## config.mk

```make
export PLATFORM = sky130hd
export DESIGN_NAME = command_frame_parser_top
export DESIGN_NICKNAME = d
export VERILOG_FILES = /design/src/rtl/cfp_pkg.sv /design/src/rtl/cfp_core.sv /design/src/rtl/command_frame_parser_top.sv
export VERILOG_INCLUDE_DIRS = /design/src /design/src/rtl
export SDC_FILE = /design/constraint.sdc
export NUM_CORES = 1
export LEC_CHECK = 0
export ABC_AREA = 1
export ABC_CLOCK_PERIOD_IN_PS = 2500
export BUFFER_PORTS_ARGS = -buffer_cell sky130_fd_sc_hd__buf_2
export CAP_MARGIN = 0
export CORE_MARGIN = 2
export CORE_UTILIZATION = 34
export DETAILED_ROUTE_END_ITERATION = 8
export SLEW_MARGIN = 25
export SYNTH_ARGS = -nofsm -noshare
export SYNTH_HDL_FRONTEND = slang
export SYNTH_SLANG_ARGS = --single-unit
export TNS_END_PERCENT = 1
```

## constraint.sdc

```tcl
create_clock -name clock -period 2.5 [get_ports clock]
set_input_delay 0.5 -clock clock [delete_from_list [all_inputs] [get_ports clock]]
set_output_delay 0.5 -clock clock [all_outputs]
set_load 0.02 [all_outputs]
```

## src/rtl/command_frame_parser_top_macros.svh

```systemverilog
// assertion macros used by the frame parser top
`ifndef COMMAND_FRAME_PARSER_TOP_MACROS_SVH
`define COMMAND_FRAME_PARSER_TOP_MACROS_SVH

// same-cycle implication, checked outside reset
`define CFP_ASSERT_IMP(label, clk, rst, cond, expr) \
   label: assert property (@(posedge clk) disable iff (rst) (cond) |-> (expr)) \
      else $error("frame parser check failed");

// next-cycle implication, checked outside reset
`define CFP_ASSERT_NEXT(label, clk, rst, cond, expr) \
   label: assert property (@(posedge clk) disable iff (rst) (cond) |=> (expr)) \
      else $error("frame parser check failed");

`endif

```

## src/rtl/cfp_pkg.sv

```systemverilog
// types and constants of the command frame parser
package cfp_pkg;

   localparam int BUFFER_BYTES = 64;
   localparam int MAX_LEN      = BUFFER_BYTES - 3;
   localparam int LEFT_W       = $clog2(MAX_LEN);

   localparam logic [7:0] HEADER_BYTE = 8'h3e;
   localparam logic [2:0] ARG_OFFSET  = 3'd3;
   localparam logic [2:0] POS_MAX     = 3'd4;
   localparam logic [7:0] CMD_LIMIT_RESET = 8'd5;

   // parser phases
   localparam logic [2:0] PH_HUNT = 3'd0;
   localparam logic [2:0] PH_CMD  = 3'd1;
   localparam logic [2:0] PH_LEN  = 3'd2;
   localparam logic [2:0] PH_DATA = 3'd3;
   localparam logic [2:0] PH_CSUM = 3'd4;

   typedef struct packed {
      logic [7:0] rx_byte;
      logic       last_in_chunk;
   } req_type;

   typedef struct packed {
      logic       checksum_ok;
      logic [7:0] command;
      logic [5:0] payload_len;
      logic [7:0] first_arg;
   } rsp_type;

   typedef struct packed {
      logic produce;
      logic hunting;
   } cfp_status_type;

endpackage

```

## src/rtl/cfp_core.sv

```systemverilog
// frame parser state machine with running checksum
module cfp_core import cfp_pkg::*; (
   input  logic           clock,
   input  logic           reset,
   input  logic           step,
   input  logic [7:0]     rx_byte,
   input  logic [7:0]     command_limit,
   output cfp_status_type status,
   output rsp_type        result
);

   logic [2:0]        phase_ff, phase_in;
   logic [LEFT_W-1:0] left_ff, left_in;
   logic [7:0]        sum_ff, sum_in;
   logic [7:0]        cmd_ff, cmd_in;
   logic [5:0]        len_ff, len_in;
   logic [7:0]        arg_ff, arg_in;
   logic [2:0]        pos_ff, pos_in;

   logic [7:0] sum_take;
   logic [7:0] arg_take;
   logic [2:0] pos_take;

   assign sum_take = sum_ff + rx_byte;
   assign arg_take = (pos_ff == ARG_OFFSET) ? rx_byte : arg_ff;
   assign pos_take = (pos_ff < POS_MAX) ? pos_ff + 3'd1 : pos_ff;

   always_comb begin
      phase_in = phase_ff;
      left_in  = left_ff;
      sum_in   = sum_ff;
      cmd_in   = cmd_ff;
      len_in   = len_ff;
      arg_in   = arg_ff;
      pos_in   = pos_ff;
      unique case (phase_ff)
         PH_CMD: begin
            sum_in   = sum_take;
            arg_in   = arg_take;
            pos_in   = pos_take;
            cmd_in   = rx_byte;
            phase_in = (rx_byte < command_limit) ? PH_LEN : PH_HUNT;
         end
         PH_LEN: begin
            sum_in = sum_take;
            arg_in = arg_take;
            pos_in = pos_take;
            len_in = rx_byte[5:0];
            if (rx_byte == 8'd0) begin
               phase_in = PH_CSUM;
            end else if ({1'b0, rx_byte} < 9'(MAX_LEN)) begin
               left_in  = rx_byte[LEFT_W-1:0];
               phase_in = PH_DATA;
            end else begin
               phase_in = PH_HUNT;
            end
         end
         PH_DATA: begin
            sum_in  = sum_take;
            arg_in  = arg_take;
            pos_in  = pos_take;
            left_in = left_ff - LEFT_W'(1);
            if (left_ff == LEFT_W'(1)) begin
               phase_in = PH_CSUM;
            end
         end
         PH_CSUM: begin
            sum_in   = sum_take;
            arg_in   = arg_take;
            pos_in   = pos_take;
            phase_in = PH_HUNT;
         end
         default: begin
            // header hunt; unused codes land here too
            if (rx_byte == HEADER_BYTE) begin
               sum_in   = rx_byte;
               pos_in   = 3'd1;
               phase_in = PH_CMD;
            end else begin
               phase_in = PH_HUNT;
            end
         end
      endcase
   end

   always_ff @(posedge clock) begin
      if (reset) begin
         phase_ff <= PH_HUNT;
         left_ff  <= '0;
         sum_ff   <= '0;
         cmd_ff   <= '0;
         len_ff   <= '0;
         arg_ff   <= '0;
         pos_ff   <= '0;
      end else if (step) begin
         phase_ff <= phase_in;
         left_ff  <= left_in;
         sum_ff   <= sum_in;
         cmd_ff   <= cmd_in;
         len_ff   <= len_in;
         arg_ff   <= arg_in;
         pos_ff   <= pos_in;
      end
   end

   assign status.produce = (phase_ff == PH_CSUM);
   assign status.hunting = (phase_ff != PH_CMD) && (phase_ff != PH_LEN) &&
                           (phase_ff != PH_DATA) && (phase_ff != PH_CSUM);

   assign result.checksum_ok = (sum_take == 8'd0);
   assign result.command     = cmd_ff;
   assign result.payload_len = len_ff;
   assign result.first_arg   = arg_take;

endmodule

```

## src/rtl/command_frame_parser_top.sv

```systemverilog
// top level of the command frame parser
//
//   channel | direction | handshake               | payload
//   req     | in        | req_valid / req_ready   | req_item (req_type)
//   rsp     | out       | rsp_valid / rsp_ready   | rsp_item (rsp_type)
//   csr     | in        | csr_wr_en               | csr_wr_data (command limit)
//
// one byte per cycle sustained unless a checksum byte waits on a stalled result;
// each byte is held in the input register, the parser state advances as it leaves,
// and a result is loaded into the output register as the checksum byte leaves.
// reset is synchronous and puts the parser in header hunt with a limit of 5.
// a stalled result only holds back a checksum byte; other bytes keep flowing.
`include "command_frame_parser_top_macros.svh"

module command_frame_parser_top import cfp_pkg::*; (
   input  logic       clock,
   input  logic       reset,
   input  logic       req_valid,
   output logic       req_ready,
   input  req_type    req_item,
   output logic       rsp_valid,
   input  logic       rsp_ready,
   output rsp_type    rsp_item,
   input  logic       csr_wr_en,
   input  logic [7:0] csr_wr_data
);

   logic [7:0]     limit_ff;
   logic           in_valid_ff;
   req_type        in_item_ff;
   logic           rsp_valid_ff;
   rsp_type        rsp_item_ff;

   logic           step;
   logic           load;
   cfp_status_type status;
   rsp_type        result;

   cfp_core u_core (
      .clock         (clock),
      .reset         (reset),
      .step          (step),
      .rx_byte       (in_item_ff.rx_byte),
      .command_limit (limit_ff),
      .status        (status),
      .result        (result)
   );

   // a checksum byte waits until the output register is free
   assign step      = in_valid_ff && (!status.produce || !rsp_valid_ff || rsp_ready);
   assign load      = step && status.produce;
   assign req_ready = !in_valid_ff || step;

   always_ff @(posedge clock) begin
      if (reset) begin
         limit_ff <= CMD_LIMIT_RESET;
      end else if (csr_wr_en) begin
         limit_ff <= csr_wr_data;
      end
   end

   always_ff @(posedge clock) begin
      if (reset) begin
         in_valid_ff <= 1'b0;
      end else if (req_ready) begin
         in_valid_ff <= req_valid;
      end
   end

   always_ff @(posedge clock) begin
      if (req_ready && req_valid) begin
         in_item_ff <= req_item;
      end
   end

   always_ff @(posedge clock) begin
      if (reset) begin
         rsp_valid_ff <= 1'b0;
      end else if (load) begin
         rsp_valid_ff <= 1'b1;
      end else if (rsp_ready) begin
         rsp_valid_ff <= 1'b0;
      end
   end

   always_ff @(posedge clock) begin
      if (load) begin
         rsp_item_ff <= result;
      end
   end

   assign rsp_valid = rsp_valid_ff;
   assign rsp_item  = rsp_item_ff;

   `CFP_ASSERT_IMP(a_load_free, clock, reset, load, !rsp_valid_ff || rsp_ready)
   `CFP_ASSERT_NEXT(a_load_shows, clock, reset, load, rsp_valid_ff)
   `CFP_ASSERT_NEXT(a_csum_hunt, clock, reset, load, status.hunting)
   `CFP_ASSERT_IMP(a_stall_full, clock, reset, !req_ready, in_valid_ff && status.produce)

endmodule
```

==> impl_results.md, run 1 <==
- Transition at the pin with the smallest max-transition slack: 592 ps
- Final Max Tran Viols: 0
- Count of distinct cell types in the synthesized netlist: 34
- Ys Warns: 0
- Global router's overall resource usage: 0.142
- Gate count of the mapped netlist: 467
- Most frequent cells after synthesis: 82 x sky130_fd_sc_hd__nor2_1, 78 x sky130_fd_sc_hd__nand2_1, 52 x sky130_fd_sc_hd__dfxtp_1
- Outcome: finished, final reports clean
- CTS H-tree depth: 3
- Antenna Violating Nets Remaining: 0
- CTS tree: yes
- Clk Tree Root Cell: sky130_fd_sc_hd__clkbuf_16
- Aggregate routed wire length: 8.52 mm
- Flops & latches, synth: 83
- Antenna violations before repair: 0
- Final period demand of the worst path: 1890 ps
- HPWL after detailed placement: 6.12 mm
- Count of endpoints failing setup in the final report: 0
- Via count of the first global-routing pass: 2928
- Remaining design rule violation count: 0
- Die area: 0.0124 mm²
- Post-CTS Setup Bufs: 0
- Setup TNS: 0 ps
- Aggregate global routing overflow: 0
- Top cell type by total area after synthesis: sky130_fd_sc_hd__dfxtp_1
- Post-synthesis average cell area: 8.36 µm²
- Final worst-path cycle share: 0.756
- Post-layout util: 0.400
- Post-synth design cell area: 0.00390 mm²
- RSZ-0062 raised after global routing: false
- Floorplan row count: 39
- Hold_buf cts: 0
- Proportion of synthesized flip-flops having asynchronous set or reset: 0
- Headroom to the max-slew limit: 0.604
- Number of detailed-route iterations in the first pass: 4
- Fin Hold WS: 333 ps
- Number of cells upsized or downsized after cts: 0
- Top cells by area in the synthesized netlist: sky130_fd_sc_hd__dfxtp_1 27%, sky130_fd_sc_hd__edfxtp_1 24%, sky130_fd_sc_hd__nor2_1 7.9%, sky130_fd_sc_hd__nand2_1 7.5%, sky130_fd_sc_hd__a21oi_1 6.4%
- Clock transition time at the flip-flop clock pins of the worst setup and hold paths: 70 ps
- Boundary Pins: 47
- Share of the synthesized area in the top cell type: 0.267
- Vias per cell: 4.78
- Leakage power total: 2.03 nW
- Power per cell area: 652 mW/mm²
- Required time worst endpoint: 2000 ps
- Inserted Diodes: 0
- Horizontal die dimension: 111 µm
- Critical path fanouts, max: 3
- Maximum VDD drop: 370 µV
- Share of post-route cells with drive strength above 1: 0.162
- Count of buffers inserted at the top-level ports: 45
- Hold Path Class: in2reg
- Predominant post-synthesis flop cell: sky130_fd_sc_hd__dfxtp_1
- Area of the core: 0.0113 mm²
- Post-DR wirelength/cell: 12.9 µm
- Largest net degree at the start of global routing: 29
- Detailed-route via count: 3158
- Worst Setup End Kind: output port
- Hold Fails Final Rpt: 0
- Most repeated cell in the gate-level netlist after synthesis: sky130_fd_sc_hd__nor2_1
- Wire length of the first global-routing pass: 14.0 mm
- Category of the critical setup timing path: reg2out
- Setup Skew: 6.90 ps
- Worst setup SP type: flip-flop
- Clk sinks: 83
- CTS Buf Count: 9
- Layout overhead on the synthesized area: 16.0%
- Maximum frequency from static timing analysis: 529 MHz
- Gp weighted congestion: 0.815
- Number of nets in the final layout: 554
- Max Cap Viol: 0
- Number of flops mapped to enable cells by yosys: 31
- DRC marker count from the first detailed-route iteration: 159
- Sequential cell area fraction in the yosys report: 0.505
- Die height: 111 µm
- Insertion delay of the later-clocked pin in the worst-skew pair: 340 ps
- Post-Syn Nets: 508
- Signal arrival time at the worst endpoint: 1390 ps
- Effective utilization at floorplan: 0.345
- Overall power after layout: 2.95 mW
- Number of buffers on the longest clock path: 2
[path summary, 6_finish.rpt]
path | slack (ps) | cells after the start | from | endpoint
setup / recovery | 610 | 4 | rsp_valid | req_ready
hold / removal | 330 | 1 | req_item[7] | in_item_ff[7]
setup reg to reg | 610 | 10 | in_item_ff[1] | rsp_item[22]
hold reg to reg | 430 | 0 | u_core.cmd_ff[6] | rsp_item[20]
[where the power goes]
group / internal, mW / switching [mW] / total (mW)
Sequential: 1.43 / 0.0323 / 1.46
Combinational: 0.0836 / 0.151 / 0.235
Clock: 0.682 / 0.572 / 1.25
[logic make-up (layout without fill, tap and decap cells)]
group	Yosys count	in the layout	synth area share
XOR/XNOR	5	5	0.0112
flip-flops	83	83	0.505
buffers and inverters	71	122	0.0772
AND/OR/NAND/NOR	205	205	0.233
adder cells (fa/ha/maj)	19	19	0.0628
AO/OA/AOI/OAI	84	84	0.111
[worst max-delay path: stages, from the launching register on]
cell and delay [ps]:
sky130_fd_sc_hd__dfxtp_1 320, sky130_fd_sc_hd__inv_1 40, sky130_fd_sc_hd__nor2_1 270, sky130_fd_sc_hd__nand3_1 210, sky130_fd_sc_hd__buf_2 210
[layout make-up]
| type | instances | area, µm² |
|---|---|---|
| repair buffers | 49 | 255 |
| flip-flops and latches | 83 | 1970 |
| fillers | 1147 | 6790 |
| multi-input cells | 313 | 1630 |
| inverters | 57 | 214 |
| well taps | 143 | 179 |
| clock buffers | 10 | 229 |
| clock inverters | 6 | 46.3 |
[layer usage]
layer  routed length [µm]  GRT usage
met4                  169     0.0576
met2                 3880      0.226
met5                    0          0
met1                 3950      0.185
met3                  525     0.0372
[flip-flops by register name, indices dropped and copies added, names as in the netlist, 6 cells and up]
register and count:
u_core.sum_ff 8, rsp_item 23, u_core.len_ff 6, u_core.arg_ff 8
u_core.cmd_ff 8, in_item_ff 8, u_core.left_ff 6, limit_ff 8
[metrics by stage]
step,cell area [µm²],std cells,worst slack [ps]
after floorplan,3910,467,381
after global placement,4250,645,648
after detailed placement,4250,645,632
after CTS,4530,661,615
after global routing,4530,661,472
final,4530,661,611
[placed cells by master (no fill, tap or decap), drive strengths merged, types with 2 or more instances in the layout]
cell	n
dfxtp	52
edfxtp	31
nand2	84
ha	18
clkinvlp	2
nand4	8
xor2	3
o21ai	29
nor2	84
inv	60
nand3	25
buf	49
a21oi	51
nor3	3
xnor2	2
clkbuf	10
Power figures use the tool's default switching activity.
==> inputs of run 2 (changes only) <==
Settings changed: ABC_AREA 1 to 0, ABC_CLOCK_PERIOD_IN_PS 2500 to 2000.
Clock period 2.5 ns to 2 ns, I/O delays scaled along.
==> run 2 against run 1 <==
Register-to-register slack worse by 780 ps. Clock power increased by 30%. Cell area is 10% higher. The flow now finishes with violations (setup timing). Via count down 6.5%. Non-clock buffer count grew 39. Cell count decreased by 11%. Combinational power is 53% higher. First-iteration DRC count rose by 8.2%. Routed wire length increased by 6.1%. Total power rose by 29%. Area after synthesis shrank 0.54%.
==> impl_results.md, run 2 <==
- Minimum setup slack among reg-to-reg paths: -170 ps
- Failing checks: setup timing
- Die area: 0.0123 mm²
- Final Max Tran Viols: 0
- Floorplan row count: 39
- Power per cell area: 762 mW/mm²
- Top library cells by usage in the layout, fill and taps aside: 51 x sky130_fd_sc_hd__dfxtp_1, 45 x sky130_fd_sc_hd__buf_2, 42 x sky130_fd_sc_hd__nor2_1, 40 x sky130_fd_sc_hd__buf_4
- Critical path depth in cells: 7
- Count of distinct cell types in the synthesized netlist: 62
- Ys Warns: 0
- Number of nets in the final layout: 484
- HPWL after detailed placement: 6.39 mm
- Category of the critical setup timing path: reg2reg
- Aggregate global routing overflow: 0
- Clock transition time at the flip-flop clock pins of the worst setup and hold paths: 70 ps
- Gate count of the mapped netlist: 359
- Proportion of synthesized flip-flops having asynchronous set or reset: 0
- Global router's overall resource usage: 0.155
- Predominant post-synthesis flop cell: sky130_fd_sc_hd__dfxtp_1
- Place WS: -168 ps
- Vias per cell: 4.99
- Hold Path Class: in2reg
- Switching Power: 0.980 mW
- Sequential cell area fraction in the yosys report: 0.508
- Post-layout util: 0.442
- Share of the synthesized area in the top cell type: 0.268
- Highest cell delay on the worst timing path: 510 ps
- Crit path capture: rsp_item[22]
- Aggregate routed wire length: 9.05 mm
- Number of flops mapped to enable cells by yosys: 31
- Outcome: complete, but fails checks
- Top cells by area in the synthesized netlist: sky130_fd_sc_hd__dfxtp_1 27%, sky130_fd_sc_hd__edfxtp_1 24%, sky130_fd_sc_hd__mux2i_1 8.0%, sky130_fd_sc_hd__ha_1 5.8%, sky130_fd_sc_hd__nor2_1 4.3%
- Number of buffers on the longest clock path: 2
- Most repeated cell in the gate-level netlist after synthesis: sky130_fd_sc_hd__dfxtp_1
- RR Endpoint: rsp_item[22]
- Number of cell instances on the worst register-to-register path: 7
- Flip-flop count of the largest register, all copies and words added: 23
- CTS Buf Count: 9
- Register share of total power: 0.476
- Final worst-path cycle share: 1.08
- First element of the critical path: in_item_ff[2]
- Post-synth design cell area: 0.00388 mm²
- Ordered list of cells on the worst path: buf_4 > fa_2 > a21o_1 > a21oi_2 > xnor2_1 > or4_1 > nor3_2
- Effective utilization at floorplan: 0.345
- Internal power of the cells: 2.81 mW
- Headroom to the max-slew limit: 0.690
- Number of detailed-route iterations in the first pass: 4
- Count of endpoints failing setup in the final report: 7
- Insertion delay of the later-clocked pin in the worst-skew pair: 340 ps
- Commonest non-fill, non-tap cell in the layout: sky130_fd_sc_hd__dfxtp_1
- Max Cap Viol: 0
- Post-Syn Nets: 400
- Boundary Pins: 47
- Top cell type by total area after synthesis: sky130_fd_sc_hd__dfxtp_1
- Critical path fanouts, max: 3
- Area of the core: 0.0113 mm²
- Wire length of the first global-routing pass: 15.2 mm
- Comb power frac: 0.095
- Inserted Diodes: 0
- Largest net degree at the start of global routing: 24
- Remaining design rule violation count: 0
- Antenna Violating Nets Remaining: 0
- CTS H-tree depth: 3
- Signal arrival time at the worst endpoint: 2350 ps
- Post-DR wirelength/cell: 15.3 µm
- Worst setup SP type: flip-flop
- Fill cell count: 1066
- Flops & latches, synth: 83
- Gp weighted congestion: 0.844
- Clk sinks: 83
- Hold Fails Final Rpt: 0
- RSZ-0062 raised after global routing: true
- Maximum VDD drop: 441 µV
- Crit path setup slack, layout: -168 ps
- Crit-path leading delay family: simple AND/OR/NAND/NOR gates
- Post-synthesis average cell area: 10.8 µm²
- Leakage power total: 1.92 nW
- CTS tree: yes
- Setup Skew: 10.9 ps
- R2r startpoint: in_item_ff[2]
- Final period demand of the worst path: 2170 ps
- Transition at the pin with the smallest max-transition slack: 463 ps
- Layout overhead on the synthesized area: 28.3%
- Share of total power consumed by net switching: 0.258
- Horizontal die dimension: 111 µm
- Clk pwr share: 0.429
- DRC marker count from the first detailed-route iteration: 172
- Required time worst endpoint: 2190 ps
- CP max-delay cell: sky130_fd_sc_hd__or4_1
- Count of buffers inserted at the top-level ports: 45
- Maximum frequency from static timing analysis: 461 MHz
- Die height: 111 µm
- Clk Tree Root Cell: sky130_fd_sc_hd__clkbuf_16
- Detailed-route via count: 2952
- Most frequent cells after synthesis: 52 x sky130_fd_sc_hd__dfxtp_1, 44 x sky130_fd_sc_hd__nor2_1, 31 x sky130_fd_sc_hd__edfxtp_1, 31 x sky130_fd_sc_hd__mux2i_1, 21 x sky130_fd_sc_hd__a21oi_1
- Worst path buffer plus inverter count: 1
- Antenna violations before repair: 0
- Worst Setup End Kind: flip-flop
- Via count of the first global-routing pass: 3024
- Share of post-route cells with drive strength above 1: 0.321
## run 2: changes by cell type after synthesis, sizes merged, moves of 15 or more
cell / change
nand2: -67
inv: -39
nor2: -39
mux2i: +31
a21oi: -30
nand3: -23
o21ai: -15
## run 2: power by group through the flow
stage / Sequential [mW] / Combinational [mW] / Clock (mW)
2_1_floorplan: 1.84 / 0.185 / 0
3_3_place_gp: 1.84 / 0.327 / 0
3_5_place_dp: 1.84 / 0.336 / 0
4_1_cts: 1.80 / 0.342 / 1.66
5_1_grt: 1.81 / 0.399 / 1.75
6_report: 1.81 / 0.359 / 1.63
## run 2: worst min-delay path by stage
stage               slack (ps)  cells after the start             to              from
floorplan                  410                      0   rsp_item[10]  u_core.len_ff[2]
global placement           420                      0   rsp_item[13]  u_core.len_ff[5]
detailed placement         420                      0   rsp_item[17]  u_core.cmd_ff[3]
CTS                        230                      1  in_item_ff[5]       req_item[5]
global route               220                      1  in_item_ff[5]       req_item[5]
finish                     240                      1  in_item_ff[5]       req_item[5]
## run 2: worst reg2reg max path: cells and delay by family (launching register included)
family          cells  cell delay (ps)
fa+ha+maj           1              400
buf+inv             1              160
simple gates        2              630
compound gates      2              320
flops               1              420
xor+xnor            1               90
## run 2: stage by stage
| stage | instances | hold WS, ps | power [mW] | instance area [µm²] | TNS, ps |
|---|---|---|---|---|---|
| global route | 591 | 224 | 3.96 | 4980 | -1140 |
| detailed placement | 572 | 420 | 2.18 | 4570 | -963 |
| finish | 591 | 237 | 3.79 | 4980 | -428 |
| global placement | 572 | 417 | 2.17 | 4570 | -646 |
| CTS | 590 | 226 | 3.81 | 4900 | -635 |
| floorplan | 359 | 408 | 2.03 | 3890 | -2990 |
## run 2: repair_timing
action / CTS / global route
pin swaps: 6 / 6
hold buffers: 0 / 0
resized for setup: 4 / 10
endpoints found under the setup margin: 11 / 16
cloned: 1 / 0
buffers inserted: 1 / 1
## run 2: area by class of cell
type                            instances  area [µm²]  area share
Sequential cell                        83        1970       0.396
Multi-Input combinational cell        243        1890       0.379
Timing Repair Buffer                   88         586       0.118
Clock buffer                            9         225      0.0452
Tap cell                              143         179      0.0359
Inverter                               18        67.6      0.0136
Clock inverter                          7        65.1      0.0131
## run 2: logic make-up after synthesis
family,Yosys count,synth area share
AOI/OAI and AO/OA,70,0.129
xor gates and xnor gates,8,0.0180
adders and majority gates,19,0.0631
buffers and inverters,34,0.0367
DFF,83,0.508
muxes,40,0.106
and+or+nand+nor,105,0.139
## run 2: layer usage
layer | share of wire | wire (µm) | up-vias | global-route usage
met3 | 0.051 | 457 | 12 | 0.0334
met1 | 0.48 | 4330 | 1381 | 0.208
met5 | 0 | 0 | - | 0
li1 | - | - | 1477 | -
met2 | 0.45 | 4120 | 82 | 0.248
met4 | 0.016 | 144 | 0 | 0.0542
==> inputs of run 3 (changes only) <==
Settings changed: CELL_PAD_IN_SITES_DETAIL_PLACEMENT set to 0, CELL_PAD_IN_SITES_GLOBAL_PLACEMENT set to 2, PLACE_DENSITY_LB_ADDON set to 0.1.
==> run 3 against run 2 <==
The run still ends with setup timing left. Count of clock-buffer cells in the layout stayed put. Cell area increased by 2.2%. Largest cell class unchanged. Die area unchanged. Non-clock buffer count grew 8. Sequential power hardly changed. Routed wire length increased by 4.3%. Clock skew barely moved. Setup slack got worse by 54 ps. First-iteration DRC count down 41%.
==> impl_results.md, run 3 (synthesized netlist as in run 2, its figures left out) <==
- Outcome: complete, but fails checks
- Failing checks: setup timing
- Minimum setup slack among reg-to-reg paths: -220 ps
- Hold Path Class: in2reg
- Count of buffers inserted at the top-level ports: 45
- Horizontal die dimension: 111 µm
- Maximum VDD drop: 374 µV
- Non-Filler Cell Area, Final: 0.00509 mm²
- Die area: 0.0123 mm²
- Max Cap Viol: 0
- Die height: 111 µm
- Top library cells by usage in the layout, fill and taps aside: 49 x sky130_fd_sc_hd__dfxtp_1, 47 x sky130_fd_sc_hd__buf_4, 45 x sky130_fd_sc_hd__buf_2, 42 x sky130_fd_sc_hd__nor2_1
- Vias per cell: 4.95
- Maximum frequency from static timing analysis: 450 MHz
- R2r startpoint: in_item_ff[2]
- Flip-flop count of the largest register, all copies and words added: 23
- Placed cell areas: 0.00458 mm²
- RR Endpoint: rsp_item[22]
- Floorplan row count: 39
- Worst Setup End Kind: flip-flop
- Number of cell instances on the worst register-to-register path: 7
- Number of nets in the final layout: 491
- Detailed-route via count: 2959
- Count of endpoints failing setup in the final report: 9
- Insertion delay of the later-clocked pin in the worst-skew pair: 350 ps
- Clk sinks: 83
- Hold-critical path endpoint: in_item_ff[4]
- Power per cell area: 816 mW/mm²
- CTS tree: yes
- Number of buffers on the longest clock path: 2
- HPWL after detailed placement: 6.84 mm
- Aggregate routed wire length: 9.44 mm
- Leakage power total: 1.98 nW
- Antenna Violating Nets Remaining: 0
- Critical path fanouts, max: 3
- Final Max Tran Viols: 0
- Inserted Diodes: 0
- Crit path setup slack, layout: -222 ps
- Clk Tree Root Cell: sky130_fd_sc_hd__clkbuf_16
- RSZ-0062 raised after global routing: true
- Commonest non-fill, non-tap cell in the layout: sky130_fd_sc_hd__dfxtp_1
- Worst setup SP type: flip-flop
- Clock transition time at the flip-flop clock pins of the worst setup and hold paths: 70 ps
- Final Non-Filler Cells: 598
- Setup Skew: 10.8 ps
- Wire length of the first global-routing pass: 15.6 mm
- Transition at the pin with the smallest max-transition slack: 451 ps
- Number of detailed-route iterations in the first pass: 4
- Boundary Pins: 47
- Post-DR wirelength/cell: 15.8 µm
- Effective utilization at floorplan: 0.345
- CTS Buf Count: 9
- Headroom to the max-slew limit: 0.699
- Remaining design rule violation count: 0
- Global router's overall resource usage: 0.163
- Required time worst endpoint: 2200 ps
- Category of the critical setup timing path: reg2reg
- Final period demand of the worst path: 2220 ps
- DRC marker count from the first detailed-route iteration: 102
- Area of the core: 0.0113 mm²
- Final worst-path cycle share: 1.11
- Post-layout util: 0.451
- Signal arrival time at the worst endpoint: 2420 ps
- Share of post-route cells with drive strength above 1: 0.332
- Worst hold path depth: 1
- Layout overhead on the synthesized area: 31.0%
- Largest net degree at the start of global routing: 26
- Hold Fails Final Rpt: 0
- CTS H-tree depth: 3
- Number of placed instances with taps included: 579
- Start point of the worst hold path: req_item[4]
- Aggregate global routing overflow: 0
- Gp weighted congestion: 0.806
- Antenna violations before repair: 0
- Setup TNS: -1320 ps
- Via count of the first global-routing pass: 3029
-- run 3: cell types whose count changed in the layout (fill, tap and decap cells not counted), sizes merged --
cell and change:
buf +8, bufinv +3, clkinv -1, clkinvlp -1, inv -1, o211ai -1
-- run 3: how the worst max path moves through the flow --
stage | start | end | cells past startpoint
after floorplan | in_item_ff[1] | rsp_item[22] | 7
after global placement | in_item_ff[1] | rsp_item[22] | 6
after detailed placement | in_item_ff[2] | rsp_item[22] | 6
after CTS | in_item_ff[1] | rsp_item[22] | 7
after global routing | in_item_ff[1] | rsp_item[22] | 7
final | in_item_ff[2] | rsp_item[22] | 7
-- run 3: worst max-delay path: stages, from the launching register on --
cell	delay, ps
sky130_fd_sc_hd__edfxtp_1	460
sky130_fd_sc_hd__buf_4	180
sky130_fd_sc_hd__fa_2	400
sky130_fd_sc_hd__a21o_1	180
sky130_fd_sc_hd__a21oi_2	140
sky130_fd_sc_hd__xnor2_1	90
sky130_fd_sc_hd__or4_1	510
sky130_fd_sc_hd__nor3_2	120
-- run 3: cell type report --
cell class / count / area (µm²)
repair buffers: 96 / 632
multi-input cells: 242 / 1880
clock buffers: 9 / 225
clock inverters: 7 / 128
inverters: 18 / 67.6
well taps: 143 / 179
fillers: 1094 / 6180
flip-flops and latches: 83 / 1980
-- run 3: power breakdown --
group	internal [mW]	switching (mW)
Combinational	0.172	0.200
Clock	1.24	0.729
Sequential	1.78	0.0317
Total	3.19	0.961
-- run 3: timing repair --
item | in CTS | in global routing
gates resized for setup | 14 | 6
setup endpoints to repair | 16 | 16
buffers inserted | 2 | 1
pin swaps | 6 | 5
hold buffers | 0 | 0
-- run 3: metal layers --
layer | track usage | wire length [µm]
met4 | 0.0717 | 197
met5 | 0 | 0
met1 | 0.210 | 4450
met3 | 0.0279 | 244
met2 | 0.269 | 4550
-- run 3: metrics by stage --
step	power [mW]	hold WS, ps	setup WS, ps
global placement	2.19	415	-176
finish	4.15	223	-222
detailed placement	2.20	416	-265
floorplan	2.03	408	-174
global route	4.31	217	-291
CTS	4.20	210	-222
